File: config.mk
export PLATFORM = sky130hd
export DESIGN_NAME = svx_front
export DESIGN_NICKNAME = d
export VERILOG_FILES = /design/src/rtl/svx_pkg.sv /design/src/rtl/svx_front.sv
export SDC_FILE = /design/constraint.sdc
export NUM_CORES = 1
export LEC_CHECK = 0
export BUFFER_PORTS_ARGS = -buffer_cell sky130_fd_sc_hd__buf_4
export CELL_PAD_IN_SITES_DETAIL_PLACEMENT = 0
export CELL_PAD_IN_SITES_GLOBAL_PLACEMENT = 2
export CORE_MARGIN = 3
export CORE_UTILIZATION = 41
export DETAILED_ROUTE_END_ITERATION = 7
export PLACE_DENSITY_LB_ADDON = 0.12
export SYNTH_ARGS = -nofsm -noshare
export SYNTH_HDL_FRONTEND = slang
export SYNTH_SLANG_ARGS = --single-unit
File: constraint.sdc
create_clock -name clk_i -period 8.1 [get_ports clk_i]
set_input_delay 0.405 -clock clk_i [delete_from_list [all_inputs] [get_ports clk_i]]
set_output_delay 0.405 -clock clk_i [all_outputs]
set_load 0.02 [all_outputs]
File: src/rtl/svx_pkg.sv
// shared types and constants for the execute unit
package svx_pkg;

  localparam int NumRegs  = 8;
  localparam int RegIdxW  = 3;
  localparam int MemBytes = 65536;
  localparam int MemAddrW = 16;
  localparam int QDepth   = 2;

  typedef enum logic [4:0] {
    OP_NOP = 5'd0, OP_HLT = 5'd1, OP_MOV_IR = 5'd2, OP_PRINT = 5'd3,
    OP_INC = 5'd4, OP_DEC = 5'd5, OP_JMP = 5'd6, OP_CMP_I = 5'd7,
    OP_JE = 5'd8, OP_JNE = 5'd9, OP_JL = 5'd10, OP_JG = 5'd11,
    OP_JLE = 5'd12, OP_JGE = 5'd13, OP_JZ = 5'd14, OP_JNZ = 5'd15,
    OP_ADD_IR = 5'd16, OP_SUB_IR = 5'd17, OP_MUL_IR = 5'd18, OP_DIV_IR = 5'd19,
    OP_MOV_RR = 5'd20, OP_MOV_MR = 5'd21, OP_MOV_IM = 5'd22, OP_MOV_RM = 5'd23,
    OP_STDIN = 5'd24, OP_ADD_RR = 5'd25, OP_IOCFG = 5'd26
  } op_e;

  // instruction word as classified by the front part
  typedef struct packed {
    logic [4:0]         op;
    logic [RegIdxW-1:0] reg_a;
    logic [RegIdxW-1:0] reg_b;
    logic [15:0]        imm;
    logic [15:0]        tgt;
    logic               key;
    logic [7:0]         kb;
    logic [2:0]         adv;
    logic               is_div;
  } instr_t;

  typedef enum logic [3:0] {
    ST_CLEAR, ST_IDLE, ST_RD1, ST_RD2, ST_RD3, ST_WR2, ST_DIV, ST_OUT
  } bst_e;

  // program counter advance for one op
  function automatic logic [2:0] pc_adv(logic [4:0] op);
    logic [2:0] a;
    a = 3'd1;
    case (op)
      OP_HLT: a = 3'd0;
      OP_MOV_IR, OP_ADD_IR, OP_SUB_IR, OP_MUL_IR, OP_DIV_IR,
      OP_MOV_MR, OP_MOV_RM: a = 3'd4;
      OP_INC, OP_DEC, OP_STDIN: a = 3'd2;
      OP_CMP_I, OP_JE, OP_JNE, OP_JL, OP_JG, OP_JLE, OP_JGE, OP_JZ, OP_JNZ,
      OP_MOV_RR, OP_ADD_RR: a = 3'd3;
      OP_MOV_IM: a = 3'd5;
      default: a = 3'd1;
    endcase
    return a;
  endfunction

endpackage

File: src/rtl/svx_front.sv
// front part: accepts words, classifies them, queues them for the back
module svx_front import svx_pkg::*; (
  input  logic               clk_i,
  input  logic               rst_ni,
  input  logic               in_valid_i,
  output logic               in_ready_o,
  input  logic [4:0]         op_i,
  input  logic [2:0]         reg_a_i,
  input  logic [2:0]         reg_b_i,
  input  logic [15:0]        immediate_i,
  input  logic [15:0]        target_address_i,
  input  logic               key_present_i,
  input  logic [7:0]         key_byte_i,
  output logic               q_valid_o,
  input  logic               q_ready_i,
  output instr_t             q_data_o
);
  instr_t     slot_q [QDepth];
  logic       wptr_q, rptr_q;
  logic [1:0] cnt_q;
  instr_t     cls;
  logic       push, pop;

  // classify incoming word
  always_comb begin
    cls.op     = op_i;
    cls.reg_a  = reg_a_i;
    cls.reg_b  = reg_b_i;
    cls.imm    = immediate_i;
    cls.tgt    = target_address_i;
    cls.key    = key_present_i;
    cls.kb     = key_byte_i;
    cls.adv    = pc_adv(op_i);
    cls.is_div = (op_i == OP_DIV_IR);
  end

  assign in_ready_o = (cnt_q != 2'(QDepth));
  assign push       = in_valid_i && in_ready_o;
  assign q_valid_o  = (cnt_q != 2'd0);
  assign pop        = q_valid_o && q_ready_i;
  assign q_data_o   = slot_q[rptr_q];

  // queue storage
  always_ff @(posedge clk_i) begin
    if (push) begin
      slot_q[wptr_q] <= cls;
    end
  end

  // queue pointers
  always_ff @(posedge clk_i or negedge rst_ni) begin
    if (!rst_ni) begin
      wptr_q <= 1'b0;
      rptr_q <= 1'b0;
      cnt_q  <= 2'd0;
    end else begin
      if (push) wptr_q <= ~wptr_q;
      if (pop)  rptr_q <= ~rptr_q;
      cnt_q <= cnt_q + 2'(push) - 2'(pop);
    end
  end

`ifndef SYNTH
  a_no_overflow: assert property (@(posedge clk_i) disable iff (!rst_ni)
    cnt_q == 2'(QDepth) |-> !push) else $error("queue overflow");
  a_no_underflow: assert property (@(posedge clk_i) disable iff (!rst_ni)
    cnt_q == 2'd0 |-> !pop) else $error("queue underflow");
  a_cnt_range: assert property (@(posedge clk_i) disable iff (!rst_ni)
    cnt_q <= 2'(QDepth)) else $error("queue count out of range");
`endif
endmodule

==> flow_metrics.env, run 1 <==
export IMPL_met3_usage=0.0528
export IMPL_cp_common_cell="buf_4"
export IMPL_fmax_mhz=380
export IMPL_viasPerCell=4.75
export IMPL_stdcell_area_mm2=0.00598
export IMPL_vias=2350
export IMPL_grt_max_degree=52
export IMPL_fin_worst_skew_ps=7.50
export IMPL_cts_root_buffer="clkbuf_8"
export IMPL_crit_path_start="rptr_q"
export IMPL_cts_made_buffers=17
export IMPL_rsz0062_at_grt="no"
export IMPL_cts_buffer_depth=2
export IMPL_die_w_um=110
export IMPL_setup_viol_count_final=0
export IMPL_power_switching_uw=687
export IMPL_criticalPathCategory="reg2out"
export IMPL_fin_nets=408
export IMPL_arrival_ps=2230
export IMPL_drcViolationCount=0
export IMPL_use_met1=0.174
export IMPL_pwr_share_clk=0.301
export IMPL_reg2reg_from="cnt_q[0]"
export IMPL_clkTransAtPathRegs_ps=50
export IMPL_dp_hpwl_mm=5.25
export IMPL_first_pass_iters=4
export IMPL_cp_max_fo=44
export IMPL_antenna_diode_count=0
export IMPL_slew_violations=0
export IMPL_antenna_found_initial=0
export IMPL_start_kind="register"
export IMPL_antenna_left=0
export IMPL_p_int_uw=1620
export IMPL_syn_area_mm2=0.00442
export IMPL_cp_top_family="buffers and inverters"
export IMPL_p_leak_uw=0.00227
export IMPL_yosys_warnings=0
export IMPL_io_buffers=113
export IMPL_tightest_slew_ps=784
export IMPL_p_seq_frac=0.378
export IMPL_hold_ws_ps=93.2
export IMPL_drt_total_wl_mm=8.06
export IMPL_synthCells=218
export IMPL_cts_tree="yes"
export IMPL_worstHoldStart="immediate_i[13]"
export IMPL_hp_class="in2reg"
export IMPL_worst_path_max_delay_cell="buf_4"
export IMPL_die_y_um=110
export IMPL_syn_num_nets=279
export IMPL_synth_seq_cells=116
export IMPL_maxSlewHeadroom=0.476
export IMPL_ir_worst_vdd_v=0.000288
export IMPL_areaGrowthSynthToFinish_pct=35.3
export IMPL_avgSynthCellArea_um2=20.3
export IMPL_initial_core_util=0.425
export IMPL_first_iter_violations=61
export IMPL_yosysSeqAreaShare=0.783
export IMPL_period_needed_ps=2630
export IMPL_maxCapViolations=0
export IMPL_p_sw_frac=0.298
export IMPL_finalPower_uw=2300
export IMPL_insertion_delay_ps=490
export IMPL_grt_pass1_vias=2468
export IMPL_synth_top_cell_by_area="edfxtp_1"
export IMPL_gr_total_overflow=0
export IMPL_status="finished clean"
export IMPL_top_level_ports=114
export IMPL_grt_util_met2=0.212
export IMPL_core_mm2=0.0104
export IMPL_cts_hold_buffers=1
export IMPL_end_kind="output port"
export IMPL_synth_area_leaders="edfxtp_1, mux2_2, dfrtp_1"
export IMPL_reg2reg_depth=4
export IMPL_setup_tns_final_ps=0
export IMPL_p_comb_frac=0.321
export IMPL_dieArea_mm2=0.0121
export IMPL_path_depth=3
export IMPL_gr_usage_all_layers=0.138
export IMPL_period_share=0.325
export IMPL_fillerInstances=859
export IMPL_drive_gt1_frac=0.563
export IMPL_yosysUniqueCellTypes=26
export IMPL_busiest_layer="met2"
export IMPL_gp_congestion=0.685
export IMPL_rows=37
export IMPL_power_density_mw_per_mm2=385
export IMPL_synth_top_cell_area_share=0.760
export IMPL_hold_path_cell_count=1
export IMPL_cts_resized=0
export IMPL_cp_num_buf_inv=2
export IMPL_wl_per_cell_um=16.3
export IMPL_detailed_place_area_mm2=0.00542
export IMPL_hold_viol=0
export IMPL_path_cells="buf_4 > mux2_2 > buf_4"
export IMPL_grt_pass1_wl_mm=12.1
export IMPL_crit_required_ps=7700
export IMPL_htree_num_levels=4
export IMPL_cp_slowest_stage_delay_ps=570
export IMPL_cts_sinks=116
export IMPL_post_cts_setup_buffer_count=0
==> cells in the mapped netlist <==
library cell	n
xnor2_1	3
nor2b_1	1
a22o_1	1
inv_1	3
o21ai_0	3
ha_1	5
and3_1	1
nand2b_1	3
o22ai_1	1
a32oi_1	1
a31oi_1	1
or2_2	1
mux2_2	56
nand2_1	3
nand3b_1	1
nor2_1	3
buf_6	4
a211oi_1	1
nor4bb_1	1
dfrtp_1	4
a21oi_1	2
edfxtp_1	112
a21bo_1	1
nand3_1	1
buf_2	3
o21bai_1	2
==> layout by cell type (no fill, tap or decap), types with 2 or more instances in the layout <==
| master | count |
|---|---|
| a21oi_1 | 2 |
| buf_4 | 116 |
| bufinv_16 | 3 |
| clkbuf_16 | 16 |
| clkinv_1 | 4 |
| clkinv_2 | 4 |
| dfrtp_1 | 3 |
| edfxtp_1 | 112 |
| ha_1 | 5 |
| inv_1 | 3 |
| mux2_2 | 56 |
| nand2_1 | 3 |
| nand2b_1 | 3 |
| nor2_1 | 2 |
| o21ai_0 | 3 |
| o21bai_1 | 2 |
| xnor2_1 | 3 |
==> sequential cells by signal, indices dropped and copies added (netlist names) <==
name and cells:
cnt_q 2, rptr_q 1, slot_q 112, wptr_q 1
==> metrics by stage <==
| step | utilization | cells | worst slack, ps |
|---|---|---|---|
| finish | 0.575 | 495 | 5470 |
| global route | 0.575 | 495 | 5340 |
| CTS | 0.575 | 495 | 5390 |
| detailed placement | 0.520 | 463 | 5800 |
| global placement | 0.520 | 463 | 5850 |
| floorplan | - | 218 | 4480 |
==> area by class of cell <==
cell class | instances | area [um2] | share of cell area
Timing Repair Buffer | 117 | 881 | 0.147
Multi-Input combinational cell | 92 | 898 | 0.150
Clock buffer | 18 | 418 | 0.0698
Clock inverter | 13 | 141 | 0.0236
Sequential cell | 116 | 3460 | 0.579
Tap cell | 136 | 170 | 0.0284
Inverter | 3 | 11.3 | 0.00188
==> cell families after synthesis <==
kind of cell               Yosys count  share of synthesized area
buffers and inverters               10                     0.0161
xor gates and xnor gates             3                    0.00594
muxes                               56                      0.143
AOI/OAI and AO/OA                   13                     0.0198
DFF                                116                      0.783
and+or+nand+nor                     15                     0.0187
adders and majority gates            5                     0.0141
==> worst reg2reg max path: cells and delay by family (launching register included) <==
kind,cells,cell delay (ps)
simple gates,3,920
flops,1,420
buf+inv,1,520
==> layer usage <==
| layer | share of wire | vias up |
|---|---|---|
| met5 | 0 | - |
| met4 | 0.0079 | 0 |
| met3 | 0.078 | 6 |
| met2 | 0.48 | 78 |
| met1 | 0.43 | 1153 |
| li1 | - | 1113 |
==> final timing paths <==
kind | to | slack (ps)
worst max-delay path | q_data_o[47] | 5470
worst min-delay path | slot_q[0][42] | 90
worst max register to register | slot_q[0][41] | 5880
worst min register to register | wptr_q | 540
max in group asynchronous | rptr_q | 7740
min in group asynchronous | cnt_q[0] | 240
==> power by group through the flow <==
| stage | sequential, uW | clock (uW) | combinational [uW] |
|---|---|---|---|
| 4_1_cts | 872 | 711 | 759 |
| 2_1_floorplan | 867 | 0 | 483 |
| 5_1_grt | 885 | 741 | 790 |
| 3_5_place_dp | 884 | 0 | 755 |
| 6_report | 870 | 694 | 740 |
| 3_3_place_gp | 877 | 0 | 753 |
Power figures use the tool's default switching activity.
==> inputs of run 2 (changes only) <==
--- a/config.mk
+++ b/config.mk
@@ -9,7 +9,7 @@
 export CELL_PAD_IN_SITES_DETAIL_PLACEMENT = 0
 export CELL_PAD_IN_SITES_GLOBAL_PLACEMENT = 2
 export CORE_MARGIN = 3
-export CORE_UTILIZATION = 41
+export CORE_UTILIZATION = 38
 export DETAILED_ROUTE_END_ITERATION = 7
 export PLACE_DENSITY_LB_ADDON = 0.12
 export SYNTH_ARGS = -nofsm -noshare
==> constraint.sdc (replaced) <==
create_clock -name clk_i -period 2.6 [get_ports clk_i]
set_input_delay 0.13 -clock clk_i [delete_from_list [all_inputs] [get_ports clk_i]]
set_output_delay 0.13 -clock clk_i [all_outputs]
set_load 0.02 [all_outputs]
==> run 2 against run 1 <==
Setup slack worse by 5000 ps; clock power rose to 3.0 times the previous value; highest routed layer unchanged; routed wire length increased by 11%; critical path depth unchanged; core utilization is 1.0 points higher; design area up 8.7%; via count increased by 7.1%; sequential share of layout area is 4.6 points lower; largest cell class unchanged; first-iteration DRC count grew 28%; clock skew increased by 2.2 ps; non-clock buffer count rose by 54.
==> flow_metrics.env, run 2 (synthesis gave the netlist of run 1 again) <==
export IMPL_status="finished clean"
export IMPL_drt_total_wl_mm=8.92
export IMPL_crit_required_ps=2470
export IMPL_power_switching_uw=2160
export IMPL_antenna_found_initial=0
export IMPL_initial_core_util=0.398
export IMPL_die_w_um=114
export IMPL_hold_viol=0
export IMPL_core_mm2=0.0111
export IMPL_tightest_slew_ps=558
export IMPL_first_pass_iters=4
export IMPL_cts_sinks=116
export IMPL_setup_viol_count_final=0
export IMPL_fin_worst_skew_ps=9.74
export IMPL_ff2ff_setup_slack_ps=890
export IMPL_areaGrowthSynthToFinish_pct=47.0
export IMPL_rsz0062_at_grt="no"
export IMPL_whs_endpoint="rptr_q"
export IMPL_setup_tns_final_ps=0
export IMPL_p_int_uw=5050
export IMPL_p_leak_uw=0.00249
export IMPL_grt_max_degree=39
export IMPL_grt_pass1_wl_mm=13.7
export IMPL_cts_tree="yes"
export IMPL_die_y_um=114
export IMPL_reg2reg_from="cnt_q[0]"
export IMPL_dp_hpwl_mm=5.47
export IMPL_p_sw_frac=0.300
export IMPL_period_needed_ps=2100
export IMPL_arrival_ps=1970
export IMPL_period_share=0.806
export IMPL_fin_nets=462
export IMPL_reg2reg_depth=4
export IMPL_regMostFlops="slot_q"
export IMPL_wl_per_cell_um=16.2
export IMPL_end_kind="output port"
export IMPL_p_seq_frac=0.380
export IMPL_worstReg2RegEnd="slot_q[0][44]"
export IMPL_dieArea_mm2=0.0130
export IMPL_multi_input_area_um2=898
export IMPL_rows=38
export IMPL_cp_max_fo=36
export IMPL_antenna_left=0
export IMPL_cp_slowest_stage_delay_ps=720
export IMPL_fmax_mhz=477
export IMPL_grt_pass1_vias=2689
export IMPL_io_buffers=113
export IMPL_fillerInstances=904
export IMPL_worst_path_max_delay_cell="dfrtp_2"
export IMPL_maxCapViolations=0
export IMPL_worstHoldStart="q_ready_i"
export IMPL_vias=2516
export IMPL_path_cells="buf_12 > mux2_2 > buf_4"
export IMPL_fin_cells=551
export IMPL_largestRegisters="slot_q (112), cnt_q (2)"
export IMPL_criticalPathCategory="reg2out"
export IMPL_viasPerCell=4.57
export IMPL_maxSlewHeadroom=0.628
export IMPL_p_comb_frac=0.331
export IMPL_regArea_mm2=0.00346
export IMPL_gr_total_overflow=0
export IMPL_gr_usage_all_layers=0.142
export IMPL_htree_num_levels=4
export IMPL_antenna_diode_count=0
export IMPL_power_density_mw_per_mm2=1110
export IMPL_cts_root_buffer="clkbuf_16"
export IMPL_final_cell_mix="buf_4, edfxtp_1, mux2_2"
export IMPL_hold_path_cell_count=3
export IMPL_cts_buffer_depth=2
export IMPL_ir_worst_vdd_v=0.000600
export IMPL_fin_util=0.585
export IMPL_gp_congestion=0.666
export IMPL_layout_commonest_cell="buf_4"
export IMPL_hp_class="in2reg"
export IMPL_drcViolationCount=0
export IMPL_pwr_share_clk=0.289
export IMPL_top_level_ports=114
export IMPL_cts_made_buffers=17
export IMPL_largest_reg_flops=112
export IMPL_slew_violations=0
export IMPL_dp_cells=469
export IMPL_insertion_delay_ps=400
export IMPL_drive_gt1_frac=0.484
export IMPL_first_iter_violations=78
export IMPL_clkTransAtPathRegs_ps=50
export IMPL_start_kind="register"
[run 2: cell count changes in the layout (fill, tap and decap cells not counted), sizes merged]
cell,previous run,this run
clkinvlp,1,0
clkbuf,18,19
clkinv,9,8
dlygate4sd3,1,53
bufinv,3,2
buf,116,118
[run 2: how the worst max path moves through the flow]
stage | startpoint | endpoint | depth (start not counted)
global placement | rptr_q | q_data_o[28] | 3
detailed placement | rptr_q | q_data_o[6] | 3
finish | rptr_q | q_data_o[28] | 3
floorplan | cnt_q[0] | slot_q[1][0] | 2
CTS | rptr_q | q_data_o[6] | 3
global route | rptr_q | q_data_o[6] | 3
[run 2: area by class of cell]
type / instances / share of cell area
Sequential cell: 116 / 0.533
Multi-Input combinational cell: 92 / 0.138
Clock inverter: 10 / 0.0142
Inverter: 3 / 0.00173
Timing Repair Buffer: 171 / 0.220
Tap cell: 140 / 0.0269
Clock buffer: 19 / 0.0666
[run 2: layer usage]
metal  wire length (um)  share of wire  vias up  track usage
li1                   -              -     1224            -
met1               3890           0.44     1214        0.169
met2               4460           0.50       67        0.236
met3                476          0.053       11       0.0509
met4                 95          0.011        0       0.0546
met5                  0              0        -            0
[run 2: power groups by stage]
stage | Clock [uW] | Combinational, uW | Sequential, uW
6_report | 2080 | 2390 | 2740
2_1_floorplan | 0 | 1510 | 2690
3_3_place_gp | 0 | 2360 | 2770
5_1_grt | 2220 | 2550 | 2790
3_5_place_dp | 0 | 2360 | 2790
4_1_cts | 2130 | 2440 | 2750
[run 2: per-stage QoR]
stage | instance area [um2] | worst slack, ps | hold WS [ps] | total power (uW)
after floorplan | 4430 | 85.2 | -166 | 4200
after global placement | 5450 | 874 | -67.2 | 5130
after detailed placement | 5450 | 857 | -63.6 | 5150
after CTS | 6500 | 421 | 20.6 | 7320
after global routing | 6500 | 390 | 46.2 | 7560
final | 6500 | 504 | 41.3 | 7210
[run 2: critical path, delay by kind of cell (launching register included)]
family | cells | cell delay, ps
flip-flops | 1 | 720
buffers and inverters | 2 | 460
multiplexers | 1 | 380
[run 2: timing repair]
action | in CTS | in global routing
hold endpoints to repair | 108 | 0
buffers inserted | 0 | 0
setup endpoints to repair | 0 | 0
gates resized for setup | 0 | 0
hold buffers | 53 | 0
==> inputs of run 3 (changes only) <==
--- a/config.mk
+++ b/config.mk
@@ -5,11 +5,12 @@
 export SDC_FILE = /design/constraint.sdc
 export NUM_CORES = 1
 export LEC_CHECK = 0
+export ABC_AREA = 1
 export BUFFER_PORTS_ARGS = -buffer_cell sky130_fd_sc_hd__buf_4
 export CELL_PAD_IN_SITES_DETAIL_PLACEMENT = 0
 export CELL_PAD_IN_SITES_GLOBAL_PLACEMENT = 2
 export CORE_MARGIN = 3
-export CORE_UTILIZATION = 38
+export CORE_UTILIZATION = 31
 export DETAILED_ROUTE_END_ITERATION = 7
 export PLACE_DENSITY_LB_ADDON = 0.12
 export SYNTH_ARGS = -nofsm -noshare
==> constraint.sdc (replaced) <==
create_clock -name clk_i -period 1.92 [get_ports clk_i]
set_input_delay 0.096 -clock clk_i [delete_from_list [all_inputs] [get_ports clk_i]]
set_output_delay 0.096 -clock clk_i [all_outputs]
set_load 0.02 [all_outputs]
==> run 3 against run 2 <==
Combinational power up 62%; count of clock-buffer cells in the layout fell by 1; non-clock buffer count grew 6; largest power group is now combinational cells; via count up 22%; critical path depth up 2; power is 50% higher; synthesized area is 0.79% higher; final cell count is 32% higher; critical path type unchanged; design area is 3.8% higher; setup slack got worse by 250 ps; highest routed layer unchanged; clock power grew 61%; core utilization is 10 points lower.
==> flow_metrics.env, run 3 <==
export IMPL_synth_fa_ha_area_frac=0.0140
export IMPL_die_w_um=126
export IMPL_ir_worst_vdd_v=0.000567
export IMPL_status="finished clean"
export IMPL_grt_max_degree=39
export IMPL_start_kind="register"
export IMPL_yosys_warnings=0
export IMPL_vias=3065
export IMPL_core_mm2=0.0140
export IMPL_drt_total_wl_mm=9.89
export IMPL_syn_num_nets=412
export IMPL_synth_top_cell_by_area="edfxtp_1"
export IMPL_drcViolationCount=0
export IMPL_pwr_share_clk=0.310
export IMPL_hp_class="in2async"
export IMPL_p_seq_frac=0.334
export IMPL_dieArea_mm2=0.0159
export IMPL_rsz0062_at_grt="no"
export IMPL_grt_pass1_wl_mm=16.0
export IMPL_power_density_mw_per_mm2=1600
export IMPL_synth_edf_count=112
export IMPL_yosys_area_share_xor_xnor=0.00196
export IMPL_fin_worst_skew_ps=4.84
export IMPL_io_buffers=113
export IMPL_drive_gt1_frac=0.288
export IMPL_insertion_delay_ps=400
export IMPL_htree_num_levels=4
export IMPL_fin_util=0.483
export IMPL_cts_tree="yes"
export IMPL_worst_path_max_delay_cell="dfrtp_2"
export IMPL_period_share=0.869
export IMPL_synthCells=351
export IMPL_cts_buffer_depth=2
export IMPL_cts_made_buffers=17
export IMPL_setup_tns_final_ps=0
export IMPL_cp_slowest_stage_delay_ps=420
export IMPL_rows=43
export IMPL_synth_common_cells="nand2_1, edfxtp_1, inv_1"
export IMPL_post_cts_setup_buffer_count=0
export IMPL_reg2reg_depth=9
export IMPL_crit_required_ps=1820
export IMPL_synth_compound_area_share=0.00898
export IMPL_avgSynthCellArea_um2=12.7
export IMPL_cts_sinks=116
export IMPL_p_leak_uw=0.00290
export IMPL_grt_pass1_vias=3117
export IMPL_synth_area_leaders="edfxtp_1, nand2_1, dfrtp_1"
export IMPL_clkTransAtPathRegs_ps=50
export IMPL_die_y_um=126
export IMPL_cp_max_fo=28
export IMPL_end_kind="output port"
export IMPL_criticalPathCategory="reg2out"
export IMPL_fin_cells=728
export IMPL_first_iter_violations=204
export IMPL_fillerInstances=1260
export IMPL_arrival_ps=1570
export IMPL_reg2reg_from="cnt_q[1]"
export IMPL_p_int_uw=7180
export IMPL_fmax_mhz=599
export IMPL_maxCapViolations=0
export IMPL_fin_nets=596
export IMPL_muxShareOfSynthArea=0
export IMPL_syn_area_mm2=0.00446
export IMPL_largestRegisters="slot_q (112), cnt_q (2)"
export IMPL_async_flop_share=0.0345
export IMPL_tightest_slew_ps=332
export IMPL_hold_viol=0
export IMPL_worstReg2RegEnd="cnt_q[1]"
export IMPL_initial_core_util=0.319
export IMPL_yosysUniqueCellTypes=16
export IMPL_cts_hold_buffers=54
export IMPL_cp_num_buf_inv=3
export IMPL_layout_commonest_cell="nand2_1"
export IMPL_first_pass_iters=4
export IMPL_gr_usage_all_layers=0.132
export IMPL_period_needed_ps=1670
export IMPL_synth_top_family_by_area="simple AND/OR/NAND/NOR gates"
export IMPL_ff2ff_setup_slack_ps=400
export IMPL_cts_resized=0
export IMPL_dp_cells=642
export IMPL_top_level_ports=114
export IMPL_largest_reg_flops=112
export IMPL_viasPerCell=4.21
export IMPL_gr_total_overflow=0
export IMPL_antenna_left=0
export IMPL_maxSlewHeadroom=0.778
export IMPL_power_switching_uw=3650
export IMPL_regMostFlops="slot_q"
export IMPL_dp_hpwl_mm=6.34
export IMPL_setup_viol_count_final=0
export IMPL_slew_violations=0
export IMPL_cp_top_family="buffers and inverters"
export IMPL_yosysSeqAreaShare=0.777
export IMPL_cts_root_buffer="clkbuf_16"
export IMPL_p_sw_frac=0.337
export IMPL_synthFlopType="edfxtp_1"
export IMPL_gp_congestion=0.723
export IMPL_synth_top_cell_area_share=0.754
export IMPL_areaGrowthSynthToFinish_pct=51.4
export IMPL_p_comb_frac=0.356
export IMPL_final_cell_mix="nand2_1, buf_4, edfxtp_1"
export IMPL_antenna_found_initial=0
export IMPL_wl_per_cell_um=13.6
export IMPL_antenna_diode_count=0
export IMPL_synth_most_common_cell="nand2_1"
export IMPL_path_cells="inv_2 > buf_4 > nand2_1 > nand2_1 > buf_4"
export IMPL_synth_seq_cells=116
export IMPL_synthSimpleGateAreaFrac=0.167
==> run 3: changes by cell type after synthesis, sizes merged, moves of 2 or more <==
cell	delta
buf	+4
inv	+10
mux2	-56
nand2	+181
nand2b	-3
nand3	+4
nor2	+3
o21ai	+4
o21bai	-2
xnor2	-3
==> run 3: logic make-up (layout without fill, tap and decap cells) <==
family                   count (synthesis)  in the layout
adder cells (fa/ha/maj)                  5              5
AND/OR/NAND/NOR                        196            196
AO/OA/AOI/OAI                            8              8
flip-flops                             116            116
buffers and inverters                   25            222
XOR/XNOR                                 1              1
==> run 3: power by group through the flow <==
stage,Clock [uW],Sequential (uW),Combinational [uW]
final,3350,3610,3860
after global routing,3560,3670,4230
after CTS,3430,3620,3970
after detailed placement,0,3660,3870
after global placement,0,3650,3860
after floorplan,0,3640,2220
==> run 3: layer usage <==
| layer | vias up | GRT usage | wire (um) |
|---|---|---|---|
| met5 | - | 0 | 0 |
| met4 | 0 | 0.0454 | 115 |
| met3 | 8 | 0.0492 | 553 |
| met2 | 78 | 0.207 | 4730 |
| met1 | 1434 | 0.168 | 4490 |
| li1 | 1545 | - | - |
==> run 3: stage by stage <==
stage | cell area (um2) | power [uW] | setup WS [ps] | hold slack (ps)
finish | 6750 | 10800 | 251 | 20.4
global route | 6750 | 11500 | 136 | 18.4
CTS | 6750 | 11000 | 208 | 4.87
detailed placement | 5570 | 7540 | 393 | -103
global placement | 5570 | 7510 | 513 | -100
floorplan | 4490 | 5870 | 11.3 | -200
==> run 3: worst max-delay path by stage <==
stage          slack, ps  startpoint  cells after the start           end
2_1_floorplan         10    cnt_q[0]                      4  slot_q[1][0]
3_3_place_gp         510    cnt_q[1]                      9      cnt_q[1]
3_5_place_dp         390    cnt_q[1]                      9      cnt_q[1]
4_1_cts              210      rptr_q                      5   q_data_o[6]
5_1_grt              140      rptr_q                      5  q_data_o[19]
6_report             250      rptr_q                      5  q_data_o[19]
==> run 3: area by class of cell <==
class                      instances  area (um2)  area share
clock inverter                    14         210      0.0311
timing repair buffer             177        1490       0.221
clock buffer                      18         429      0.0636
inverter                          13        48.8     0.00723
sequential                       116        3460       0.513
tap                              180         225      0.0334
multi-input combinational        210         885       0.131
==> run 3: worst reg2reg max path: stages (launching register included) <==
cell and delay [ps]:
dfrtp_1 440, o21ai_0 320, nand3_1 110, nand2_1 80
ha_1 160, inv_1 50, nand2_1 50, nand2_1 60
nand3_1 80, nand2_1 50
